`src/hdl/bqd_pkg.sv`:
```
// Shared definitions for the biquad section: register indexes, microcode word,
// datapath control bundle and the microcode program itself.
// No dependencies.
`timescale 1ns / 1ps

package bqd_pkg;

    // Default widths of the fixed-point format
    localparam int SAMPLE_BITS_DEF    = 16;
    localparam int COEF_FRAC_BITS_DEF = 14;

    // Configuration register indexes
    localparam int CFG_IDX_BITS = 3;
    localparam logic [CFG_IDX_BITS-1:0] REG_B0    = 3'd0;
    localparam logic [CFG_IDX_BITS-1:0] REG_B1    = 3'd1;
    localparam logic [CFG_IDX_BITS-1:0] REG_B2    = 3'd2;
    localparam logic [CFG_IDX_BITS-1:0] REG_A1    = 3'd3;
    localparam logic [CFG_IDX_BITS-1:0] REG_A2    = 3'd4;
    localparam logic [CFG_IDX_BITS-1:0] REG_INIT1 = 3'd5;
    localparam logic [CFG_IDX_BITS-1:0] REG_INIT2 = 3'd6;

    // Microcode steps
    localparam int STEP_BITS = 3;
    localparam logic [STEP_BITS-1:0] STEP_WAIT    = 3'd0;
    localparam logic [STEP_BITS-1:0] STEP_ACC_D1  = 3'd1;
    localparam logic [STEP_BITS-1:0] STEP_ROUND   = 3'd2;
    localparam logic [STEP_BITS-1:0] STEP_MUL_A1  = 3'd3;
    localparam logic [STEP_BITS-1:0] STEP_SUB_A1  = 3'd4;
    localparam logic [STEP_BITS-1:0] STEP_SAVE_D1 = 3'd5;
    localparam logic [STEP_BITS-1:0] STEP_ADD_B2  = 3'd6;
    localparam logic [STEP_BITS-1:0] STEP_SAVE_D2 = 3'd7;

    // Multiplier coefficient select
    localparam logic [2:0] COEF_B0 = 3'd0;
    localparam logic [2:0] COEF_B1 = 3'd1;
    localparam logic [2:0] COEF_B2 = 3'd2;
    localparam logic [2:0] COEF_A1 = 3'd3;
    localparam logic [2:0] COEF_A2 = 3'd4;

    // Accumulator addend select
    localparam logic [1:0] BASE_ZERO = 2'd0;
    localparam logic [1:0] BASE_D1   = 2'd1;
    localparam logic [1:0] BASE_D2   = 2'd2;
    localparam logic [1:0] BASE_ACC  = 2'd3;

    // One control word of the program
    typedef struct packed {
        logic                 accept_ok;  // step may take an input beat
        logic                 mul_en;
        logic [2:0]           mul_coef;
        logic                 mul_use_y;
        logic                 acc_en;
        logic [1:0]           acc_base;
        logic                 acc_neg;
        logic                 y_ld;       // round, saturate, emit result beat
        logic                 d1_ld;
        logic                 d2_ld;
        logic [STEP_BITS-1:0] seq_next;   // next step when no input is taken
    } ucode_t;

    // Gated strobes from sequencer to datapath
    typedef struct packed {
        logic       x_ld;
        logic       init_ld;
        logic       mul_go;
        logic [2:0] mul_coef;
        logic       mul_use_x_in;
        logic       mul_use_y;
        logic       acc_go;
        logic [1:0] acc_base;
        logic       acc_neg;
        logic       y_go;
        logic       d1_go;
        logic       d2_go;
    } dp_ctrl_t;

    // Program ROM; an accepting step jumps to STEP_ACC_D1 on a beat
    function automatic ucode_t ucode_rom(input logic [STEP_BITS-1:0] step);
        ucode_t w;
        w = '0;
        case (step)
            STEP_WAIT: begin
                // wait for a beat, start b0*x on it
                w.accept_ok = 1'b1;
                w.mul_en    = 1'b1;
                w.mul_coef  = COEF_B0;
                w.seq_next  = STEP_WAIT;
            end
            STEP_ACC_D1: begin
                w.acc_en    = 1'b1;
                w.acc_base  = BASE_D1;
                w.mul_en    = 1'b1;
                w.mul_coef  = COEF_B1;
                w.seq_next  = STEP_ROUND;
            end
            STEP_ROUND: begin
                w.y_ld      = 1'b1;
                w.acc_en    = 1'b1;
                w.acc_base  = BASE_D2;
                w.seq_next  = STEP_MUL_A1;
            end
            STEP_MUL_A1: begin
                w.mul_en    = 1'b1;
                w.mul_coef  = COEF_A1;
                w.mul_use_y = 1'b1;
                w.seq_next  = STEP_SUB_A1;
            end
            STEP_SUB_A1: begin
                w.acc_en    = 1'b1;
                w.acc_base  = BASE_ACC;
                w.acc_neg   = 1'b1;
                w.mul_en    = 1'b1;
                w.mul_coef  = COEF_A2;
                w.mul_use_y = 1'b1;
                w.seq_next  = STEP_SAVE_D1;
            end
            STEP_SAVE_D1: begin
                w.d1_ld     = 1'b1;
                w.acc_en    = 1'b1;
                w.acc_base  = BASE_ZERO;
                w.acc_neg   = 1'b1;
                w.mul_en    = 1'b1;
                w.mul_coef  = COEF_B2;
                w.seq_next  = STEP_ADD_B2;
            end
            STEP_ADD_B2: begin
                w.acc_en    = 1'b1;
                w.acc_base  = BASE_ACC;
                w.seq_next  = STEP_SAVE_D2;
            end
            STEP_SAVE_D2: begin
                // finish this sample and take the next beat in the same cycle
                w.d2_ld     = 1'b1;
                w.accept_ok = 1'b1;
                w.mul_en    = 1'b1;
                w.mul_coef  = COEF_B0;
                w.seq_next  = STEP_WAIT;
            end
            default: begin
                w.seq_next  = STEP_WAIT;
            end
        endcase
        return w;
    endfunction

endpackage

```
`src/hdl/biquad_filter_df2t_top.sv`:
```
// Top level of the biquad section: configuration registers, microcode sequencer
// and output register. Depends on bqd_pkg and bqd_datapath.
`timescale 1ns / 1ps

// Second-order IIR section, transposed direct form II, fixed point.
// Input channel (s_valid/s_ready): one signed sample per beat plus a restart
// flag that reloads both delay states from the init registers first.
// Output channel (m_valid/m_ready): one rounded, saturated sample per input
// beat, with a flag set when saturation clipped it.
// Configuration: cfg_wr_en/cfg_index/cfg_data write one register per cycle;
// indexes beyond the list are ignored. Write only while the block is idle.
// Schedule: a small microcode program of 8 steps runs five multiplies through
// one shared multiplier; the last step also takes the next beat, so back-to-back
// samples skip the wait step, and a new sample is taken only as the last finishes.
// Result path: product register, then accumulator, then output register.
// Reset: coefficients go to a pass-through filter (b0 = 1.0, others 0), init
// values and delay states to zero, sequencer to the wait step.
// Stall: a pending result beat holds the sequencer in its output step until
// taken; the next input beat is accepted only once an accepting step is reached.
module biquad_filter_df2t_top
    import bqd_pkg::*;
#(
    parameter int SAMPLE_BITS    = SAMPLE_BITS_DEF,
    parameter int COEF_FRAC_BITS = COEF_FRAC_BITS_DEF
) (
    input  logic                                          aclk,
    input  logic                                          aresetn,
    // configuration
    input  logic                                          cfg_wr_en,
    input  logic [CFG_IDX_BITS-1:0]                       cfg_index,
    input  logic [SAMPLE_BITS+COEF_FRAC_BITS+3:0]         cfg_data,
    // input channel
    input  logic                                          s_valid,
    output logic                                          s_ready,
    input  logic signed [SAMPLE_BITS-1:0]                 s_sample_in,
    input  logic                                          s_restart,
    // result channel
    output logic                                          m_valid,
    input  logic                                          m_ready,
    output logic signed [SAMPLE_BITS-1:0]                 m_sample_out,
    output logic                                          m_clipped
);

    localparam int COEF_BITS  = COEF_FRAC_BITS + 2;
    localparam int STATE_BITS = SAMPLE_BITS + COEF_FRAC_BITS + 4;
    localparam logic signed [COEF_BITS-1:0] COEF_ONE = COEF_BITS'(1) << COEF_FRAC_BITS;

    logic signed [COEF_BITS-1:0]   coef_b0_reg;
    logic signed [COEF_BITS-1:0]   coef_b1_reg;
    logic signed [COEF_BITS-1:0]   coef_b2_reg;
    logic signed [COEF_BITS-1:0]   coef_a1_reg;
    logic signed [COEF_BITS-1:0]   coef_a2_reg;
    logic signed [STATE_BITS-1:0]  init_one_reg;
    logic signed [STATE_BITS-1:0]  init_two_reg;

    logic [STEP_BITS-1:0]          step_reg;
    logic [STEP_BITS-1:0]          step_next;
    ucode_t                        uc;
    dp_ctrl_t                      dp_ctrl;
    logic                          accept;
    logic                          stall;
    logic                          go;

    logic                          m_valid_reg;
    logic signed [SAMPLE_BITS-1:0] m_sample_out_reg;
    logic                          m_clipped_reg;
    logic signed [SAMPLE_BITS-1:0] y_next;
    logic                          clip_next;

    // Configuration writes
    always_ff @(posedge aclk) begin
        if (!aresetn) begin
            coef_b0_reg  <= COEF_ONE;
            coef_b1_reg  <= '0;
            coef_b2_reg  <= '0;
            coef_a1_reg  <= '0;
            coef_a2_reg  <= '0;
            init_one_reg <= '0;
            init_two_reg <= '0;
        end else if (cfg_wr_en) begin
            case (cfg_index)
                REG_B0:    coef_b0_reg  <= cfg_data[COEF_BITS-1:0];
                REG_B1:    coef_b1_reg  <= cfg_data[COEF_BITS-1:0];
                REG_B2:    coef_b2_reg  <= cfg_data[COEF_BITS-1:0];
                REG_A1:    coef_a1_reg  <= cfg_data[COEF_BITS-1:0];
                REG_A2:    coef_a2_reg  <= cfg_data[COEF_BITS-1:0];
                REG_INIT1: init_one_reg <= cfg_data;
                REG_INIT2: init_two_reg <= cfg_data;
                default: begin
                end
            endcase
        end
    end

    // Fetch the control word and decide the next step
    always_comb begin
        uc      = ucode_rom(step_reg);
        s_ready = uc.accept_ok;
        accept  = s_valid && uc.accept_ok;
        stall   = uc.y_ld && m_valid_reg && !m_ready;
        go      = !stall;
        if (stall) begin
            step_next = step_reg;
        end else if (accept) begin
            step_next = STEP_ACC_D1;
        end else begin
            step_next = uc.seq_next;
        end
    end

    // Gate the control word into datapath strobes
    always_comb begin
        dp_ctrl.x_ld         = accept;
        dp_ctrl.init_ld      = accept && s_restart;
        dp_ctrl.mul_go       = uc.mul_en && go && (!uc.accept_ok || accept);
        dp_ctrl.mul_coef     = uc.mul_coef;
        dp_ctrl.mul_use_x_in = uc.accept_ok;
        dp_ctrl.mul_use_y    = uc.mul_use_y;
        dp_ctrl.acc_go       = uc.acc_en && go;
        dp_ctrl.acc_base     = uc.acc_base;
        dp_ctrl.acc_neg      = uc.acc_neg;
        dp_ctrl.y_go         = uc.y_ld && go;
        dp_ctrl.d1_go        = uc.d1_ld && go;
        dp_ctrl.d2_go        = uc.d2_ld && go;
    end

    // Step counter
    always_ff @(posedge aclk) begin
        if (!aresetn) begin
            step_reg <= STEP_WAIT;
        end else begin
            step_reg <= step_next;
        end
    end

    bqd_datapath #(
        .SAMPLE_BITS    (SAMPLE_BITS),
        .COEF_FRAC_BITS (COEF_FRAC_BITS)
    ) u_datapath (
        .aclk      (aclk),
        .aresetn   (aresetn),
        .dp_ctrl   (dp_ctrl),
        .x_in      (s_sample_in),
        .coef_b0   (coef_b0_reg),
        .coef_b1   (coef_b1_reg),
        .coef_b2   (coef_b2_reg),
        .coef_a1   (coef_a1_reg),
        .coef_a2   (coef_a2_reg),
        .init_one  (init_one_reg),
        .init_two  (init_two_reg),
        .y_next    (y_next),
        .clip_next (clip_next)
    );

    // Output register: load a result beat, drop valid when taken
    always_ff @(posedge aclk) begin
        if (!aresetn) begin
            m_valid_reg <= 1'b0;
        end else if (dp_ctrl.y_go) begin
            m_valid_reg <= 1'b1;
        end else if (m_ready) begin
            m_valid_reg <= 1'b0;
        end
    end

    always_ff @(posedge aclk) begin
        if (dp_ctrl.y_go) begin
            m_sample_out_reg <= y_next;
            m_clipped_reg    <= clip_next;
        end
    end

    assign m_valid      = m_valid_reg;
    assign m_sample_out = m_sample_out_reg;
    assign m_clipped    = m_clipped_reg;

    // A stalled output step must not advance
    a_stall_holds: assert property (@(posedge aclk) disable iff (!aresetn)
        stall |=> (step_reg == STEP_ROUND))
        else $error("sequencer left the output step while stalled");

    // An accepted beat always starts the program at its first compute step
    a_accept_starts: assert property (@(posedge aclk) disable iff (!aresetn)
        accept |=> (step_reg == STEP_ACC_D1))
        else $error("accepted beat did not start the program");

    // Result beats and input beats never share a step
    a_no_overlap: assert property (@(posedge aclk) disable iff (!aresetn)
        dp_ctrl.y_go |-> !s_ready)
        else $error("result loaded in an accepting step");

    // Valid rises only from a result load
    a_valid_source: assert property (@(posedge aclk) disable iff (!aresetn)
        $rose(m_valid_reg) |-> $past(dp_ctrl.y_go))
        else $error("result valid rose without a load");

    // A clipped result sits at one of the rails
    a_clip_rail: assert property (@(posedge aclk) disable iff (!aresetn)
        (m_valid_reg && m_clipped_reg) |->
            ((m_sample_out_reg == {1'b0, {(SAMPLE_BITS-1){1'b1}}}) ||
             (m_sample_out_reg == {1'b1, {(SAMPLE_BITS-1){1'b0}}})))
        else $error("clipped result not at a rail");

endmodule

```
`src/hdl/bqd_datapath.sv`:
```
// Biquad datapath: shared multiplier, accumulator, round/saturate and delay states.
// Depends on bqd_pkg; driven by the microcode sequencer in the top level.
`timescale 1ns / 1ps

module bqd_datapath
    import bqd_pkg::*;
#(
    parameter int SAMPLE_BITS    = SAMPLE_BITS_DEF,
    parameter int COEF_FRAC_BITS = COEF_FRAC_BITS_DEF
) (
    input  logic                                          aclk,
    input  logic                                          aresetn,
    input  dp_ctrl_t                                      dp_ctrl,
    input  logic signed [SAMPLE_BITS-1:0]                 x_in,
    input  logic signed [COEF_FRAC_BITS+1:0]              coef_b0,
    input  logic signed [COEF_FRAC_BITS+1:0]              coef_b1,
    input  logic signed [COEF_FRAC_BITS+1:0]              coef_b2,
    input  logic signed [COEF_FRAC_BITS+1:0]              coef_a1,
    input  logic signed [COEF_FRAC_BITS+1:0]              coef_a2,
    input  logic signed [SAMPLE_BITS+COEF_FRAC_BITS+3:0]  init_one,
    input  logic signed [SAMPLE_BITS+COEF_FRAC_BITS+3:0]  init_two,
    output logic signed [SAMPLE_BITS-1:0]                 y_next,
    output logic                                          clip_next
);

    localparam int COEF_BITS  = COEF_FRAC_BITS + 2;
    localparam int STATE_BITS = SAMPLE_BITS + COEF_FRAC_BITS + 4;
    localparam int PROD_BITS  = COEF_BITS + SAMPLE_BITS;
    localparam int ACC_BITS   = STATE_BITS + 1;
    localparam int TOP_BITS   = ACC_BITS - SAMPLE_BITS + 1;

    localparam logic signed [ACC_BITS-1:0] ACC_HALF =
        ACC_BITS'(1) << (COEF_FRAC_BITS - 1);
    localparam logic signed [SAMPLE_BITS-1:0] Y_MAX = {1'b0, {(SAMPLE_BITS-1){1'b1}}};
    localparam logic signed [SAMPLE_BITS-1:0] Y_MIN = {1'b1, {(SAMPLE_BITS-1){1'b0}}};
    localparam logic signed [STATE_BITS-1:0]  S_MAX = {1'b0, {(STATE_BITS-1){1'b1}}};
    localparam logic signed [STATE_BITS-1:0]  S_MIN = {1'b1, {(STATE_BITS-1){1'b0}}};

    logic signed [SAMPLE_BITS-1:0] x_reg;
    logic signed [SAMPLE_BITS-1:0] y_reg;
    logic signed [PROD_BITS-1:0]   prod_reg;
    logic signed [PROD_BITS-1:0]   prod_next;
    logic signed [ACC_BITS-1:0]    acc_reg;
    logic signed [ACC_BITS-1:0]    acc_next;
    logic signed [STATE_BITS-1:0]  d1_reg;
    logic signed [STATE_BITS-1:0]  d2_reg;

    logic signed [COEF_BITS-1:0]   coef_sel;
    logic signed [SAMPLE_BITS-1:0] opnd_sel;
    logic signed [ACC_BITS-1:0]    base_sel;
    logic signed [ACC_BITS-1:0]    prod_ext;
    logic signed [ACC_BITS-1:0]    rnd;
    logic signed [ACC_BITS-1:0]    shr;
    logic        [TOP_BITS-1:0]    shr_top;
    logic signed [STATE_BITS-1:0]  st_sat;

    // Select multiplier operands
    always_comb begin
        case (dp_ctrl.mul_coef)
            COEF_B0: coef_sel = coef_b0;
            COEF_B1: coef_sel = coef_b1;
            COEF_B2: coef_sel = coef_b2;
            COEF_A1: coef_sel = coef_a1;
            COEF_A2: coef_sel = coef_a2;
            default: coef_sel = '0;
        endcase
        if (dp_ctrl.mul_use_y) begin
            opnd_sel = y_reg;
        end else if (dp_ctrl.mul_use_x_in) begin
            opnd_sel = x_in;
        end else begin
            opnd_sel = x_reg;
        end
    end

    assign prod_next = coef_sel * opnd_sel;

    // Accumulate: addend plus or minus the registered product
    always_comb begin
        case (dp_ctrl.acc_base)
            BASE_ZERO: base_sel = '0;
            BASE_D1:   base_sel = ACC_BITS'(d1_reg);
            BASE_D2:   base_sel = ACC_BITS'(d2_reg);
            BASE_ACC:  base_sel = acc_reg;
            default:   base_sel = '0;
        endcase
        prod_ext = ACC_BITS'(prod_reg);
        acc_next = dp_ctrl.acc_neg ? (base_sel - prod_ext) : (base_sel + prod_ext);
    end

    // Round half up, then saturate to the sample range
    always_comb begin
        rnd       = acc_reg + ACC_HALF;
        shr       = rnd >>> COEF_FRAC_BITS;
        shr_top   = shr[ACC_BITS-1:SAMPLE_BITS-1];
        clip_next = !((&shr_top) | ~(|shr_top));
        if (!clip_next) begin
            y_next = shr[SAMPLE_BITS-1:0];
        end else if (shr[ACC_BITS-1]) begin
            y_next = Y_MIN;
        end else begin
            y_next = Y_MAX;
        end
    end

    // Clamp the accumulator to the state range
    always_comb begin
        if (acc_reg[ACC_BITS-1] == acc_reg[ACC_BITS-2]) begin
            st_sat = acc_reg[STATE_BITS-1:0];
        end else if (acc_reg[ACC_BITS-1]) begin
            st_sat = S_MIN;
        end else begin
            st_sat = S_MAX;
        end
    end

    // Payload registers
    always_ff @(posedge aclk) begin
        if (dp_ctrl.x_ld) begin
            x_reg <= x_in;
        end
        if (dp_ctrl.mul_go) begin
            prod_reg <= prod_next;
        end
        if (dp_ctrl.acc_go) begin
            acc_reg <= acc_next;
        end
        if (dp_ctrl.y_go) begin
            y_reg <= y_next;
        end
    end

    // Delay states; a restart beat overrides the pending update
    always_ff @(posedge aclk) begin
        if (!aresetn) begin
            d1_reg <= '0;
            d2_reg <= '0;
        end else begin
            if (dp_ctrl.init_ld) begin
                d1_reg <= init_one;
            end else if (dp_ctrl.d1_go) begin
                d1_reg <= st_sat;
            end
            if (dp_ctrl.init_ld) begin
                d2_reg <= init_two;
            end else if (dp_ctrl.d2_go) begin
                d2_reg <= st_sat;
            end
        end
    end

endmodule
```
`config.mk`:
```
export PLATFORM = sky130hd
export DESIGN_NAME = biquad_filter_df2t_top
export DESIGN_NICKNAME = d
export VERILOG_FILES = /design/src/hdl/bqd_pkg.sv /design/src/hdl/biquad_filter_df2t_top.sv /design/src/hdl/bqd_datapath.sv
export SDC_FILE = /design/constraint.sdc
export NUM_CORES = 2
export LEC_CHECK = 0
export ABC_AREA = 1
export ABC_CLOCK_PERIOD_IN_PS = 10650
export BUFFER_PORTS_ARGS = -buffer_cell sky130_fd_sc_hd__buf_2
export CORE_MARGIN = 1
export CORE_UTILIZATION = 50
export DETAILED_ROUTE_END_ITERATION = 6
export PLACE_DENSITY = 0.64
export SYNTH_ARGS = -nofsm -noshare
export SYNTH_HDL_FRONTEND = slang
export SYNTH_SLANG_ARGS = --single-unit
```
`constraint.sdc`:
```
create_clock -name aclk -period 10.65 [get_ports aclk]
set_clock_uncertainty 0.2 [all_clocks]
set_input_delay 3.195 -clock aclk [delete_from_list [all_inputs] [get_ports aclk]]
set_output_delay 3.195 -clock aclk [all_outputs]
set_load 0.005 [all_outputs]
```
==> results.py <==
metrics = {
    "clock_network": {
        "cts_hold_buffers": 0,
        "cts.repair.resized": 0,
        "worstSkewPairLatency_ps": 550,
        "clkSlewWorstSetupHoldPaths_ps": 60,
        "cts_buffer_depth": 3,
        "cts_setup_buffers": 0,
        "tritoncts": "done",
        "h-tree-depth": 2,
        "cts_root_buf": "clkbuf_16",
        "clock-sinks": 320,
        "cts-buffers-inserted": 37,
    },
    "sta": {
        "tightest_slew_ps": 1160,
        "setup_viol": 0,
        "hold_viol": 0,
        "final_max_slew_viol_count": 0,
        "fin_crit_sh": 0.8584,
        "period_minus_slack_ps": 9142,
        "relSlewSlack": 0.2265,
        "worst_hold_slack_ps": 249.4,
        "clock.fmax_mhz": 109.4,
        "fin_setup_tns_ps": 0,
        "rsz0062_at_grt": "false",
    },
    "critical_path": {
        "endpoint_kind": "register",
        "startpoint": "s_sample_in[1]",
        "r2r_start": "step_reg[1]",
        "critical_path.max_fanout": 14,
        "rr_worst_depth": 27,
        "rrSetupSlack_ps": 2370,
        "start_kind": "input pin",
        "worstSetupPathType": "input pin to register",
        "endpoint": "u_datapath.prod_reg[28]",
        "crit_arrival_ps": 9250,
        "crit_required_ps": 10760,
        "r2r-end": "u_datapath.prod_reg[28]",
    },
    "yosys": {
        "synthesis.nets": 4157,
        "yosysWarnings": 0,
        "synth_edf_count": 100,
        "postSynthAreaPerCell_um2": 7.405,
        "async_reset_ff_frac": 0,
        "syn_inst": 3715,
        "syn_area_mm2": 0.02751,
        "ys_ff_latch": 320,
        "synth.distinct_cells": 44,
        "dominantRegCellSynth": "dfxtp_1",
        "ys_seq_area_frac": 0.2693,
    },
    "global_routing": {
        "gr-usage-met3": 0.04162,
        "grt-busiest-layer": "met2",
        "antenna_found_initial": 1,
        "grt_max_degree": 96,
        "grt_use_met1": 0.4236,
        "overflow": 0,
        "grt_pass1_vias": 22748,
        "grt_usage": 0.2953,
        "grt_pass1_wl_um": 128700,
        "grtUsageMet2": 0.4693,
    },
    "finish": {
        "drive_above_1_share": 0.06308,
        "register_area_mm2": 0.007407,
        "final_common_cell": "inv_1",
        "layout_common_cells": "inv_1, nand2_1, nor2_1, fa_1, o21ai_0",
        "finish.net_count": 4171,
        "fillers": 5283,
        "area_growth_syn_to_layout_pct": 7.746,
        "instances_no_fill": 4453,
        "largest_reg_flops": 35,
        "n_antenna_cell": 0,
        "final_area_mm2": 0.02964,
        "multiInputGateArea_mm2": 0.01654,
    },
    "routing": {
        "drc": 0,
        "routed_wl_um": 80930,
        "vias": 23820,
        "wl_per_cell_um": 18.17,
        "postRouteAntennaNets": 0,
        "first_pass_iters": 6,
        "vias_per_cell": 5.349,
        "drt-initial-drc-count": 1916,
    },
    "run": {
        "maxCapViolations": 0,
    },
    "outcome": {
        "status": "finished, final reports clean",
    },
    "placement": {
        "port_buffers": 77,
        "gp_congestion": 0.9575,
        "place_inst": 4386,
        "place_area_mm2": 0.02840,
        "dpl.hpwl_um": 61850,
    },
    "floorplanning": {
        "rows": 85,
        "die_w_um": 236.6,
        "dieArea_mm2": 0.05596,
        "ioPinCount": 78,
        "die_h_um": 236.6,
        "initial_core_util": 0.5082,
        "core_area_mm2": 0.05413,
    },
    "power_and_ir_drop": {
        "power_density_mw_per_mm2": 251.6,
        "p_leak_nw": 14.47,
        "p_total_w": 0.007458,
        "peakVddDrop_mv": 0.1837,
    },
    "hold_path": {
        "hp-class": "register to register",
    },
}
-- final cells by class --
class                           count  area share
Clock inverter                     15    0.005572
Timing Repair Buffer              107     0.02068
Tap cell                          696     0.02938
Inverter                          790      0.1001
Multi-Input combinational cell   2473      0.5580
Clock buffer                       52     0.03635
Sequential cell                   320      0.2499
-- per-stage QoR --
stage / worst slack, ps / util
2_1_floorplan: 1797 / -
3_3_place_gp: 1089 / 0.5246
3_5_place_dp: 968.6 / 0.5246
4_1_cts: 1556 / 0.5475
5_1_grt: 1171 / 0.5475
6_report: 1508 / 0.5475
-- cell families after synthesis --
family	after synthesis	share of synthesized area
fa+ha+maj	383	0.2460
compound gates	656	0.1298
simple gates	1345	0.1961
flops	320	0.2693
xor+xnor	89	0.02834
buf+inv	922	0.1306
-- synthesized netlist by cell type (7+ instances only) --
library cell / number / share of area
inv_1: 755 / 0.10
nand2_1: 666 / 0.091
nor2_1: 494 / 0.067
fa_1: 263 / 0.19
o21ai_0: 253 / 0.046
dfxtp_1: 220 / 0.16
a21oi_1: 193 / 0.035
ha_1: 120 / 0.055
o21ai_1: 108 / 0.020
edfxtp_1: 100 / 0.11
nand3_1: 100 / 0.018
clkbuf_1: 70 / 0.0096
xor2_1: 69 / 0.022
buf_2: 46 / 0.0084
o221ai_1: 31 / 0.0099
inv_2: 30 / 0.0041
nand4_1: 23 / 0.0052
nor3_1: 22 / 0.0040
xnor2_1: 20 / 0.0064
o22ai_1: 16 / 0.0036
o21bai_1: 10 / 0.0027
a221oi_1: 9 / 0.0029
o21ai_2: 9 / 0.0029
or2_2: 9 / 0.0020
a21o_1: 8 / 0.0022
a31oi_1: 8 / 0.0018
and3_1: 8 / 0.0018
buf_4: 7 / 0.0019
nand2_2: 7 / 0.0016
-- layer usage --
layer  vias to the layer above  part of all wire
li1                      11550                 -
met1                     11430              0.46
met2                       742              0.45
met3                        96             0.067
met4                         2             0.022
met5                         -           0.00016
-- critical path: stages --
cell and delay [ps]:
buf_2 90, nand2_1 50, nand3_1 90, o21ai_1 80, buf_4 220, nor2_1 280
inv_1 110, fa_1 550, inv_1 160, fa_1 850, inv_1 180, fa_1 450
fa_1 540, inv_1 60, fa_1 540, inv_1 50, fa_1 470, inv_1 40
ha_1 340, nand2_1 140, nor2_1 230, nand3_1 100, or2_2 320, nand4_1 80
nand2_1 60
-- where the power goes --
group | switching, W | total [W] | internal [W]
logic | 0.00289 | 0.00434 | 0.00145
clock network | 0.000540 | 0.00130 | 0.000764
registers | 0.000198 | 0.00181 | 0.00162
-- worst min path at each step --
stage	start	endpoint	slack [ps]	cells after the start
after CTS	init_one_reg[14]	init_one_reg[14]	250	2
after global routing	init_two_reg[22]	init_two_reg[22]	270	2
after global placement	init_one_reg[14]	init_one_reg[14]	240	2
after floorplan	init_one_reg[14]	init_one_reg[14]	220	2
after detailed placement	init_one_reg[14]	init_one_reg[14]	240	2
final	init_one_reg[14]	init_one_reg[14]	250	2
No activity file was read; power rests on OpenSTA's default activity.
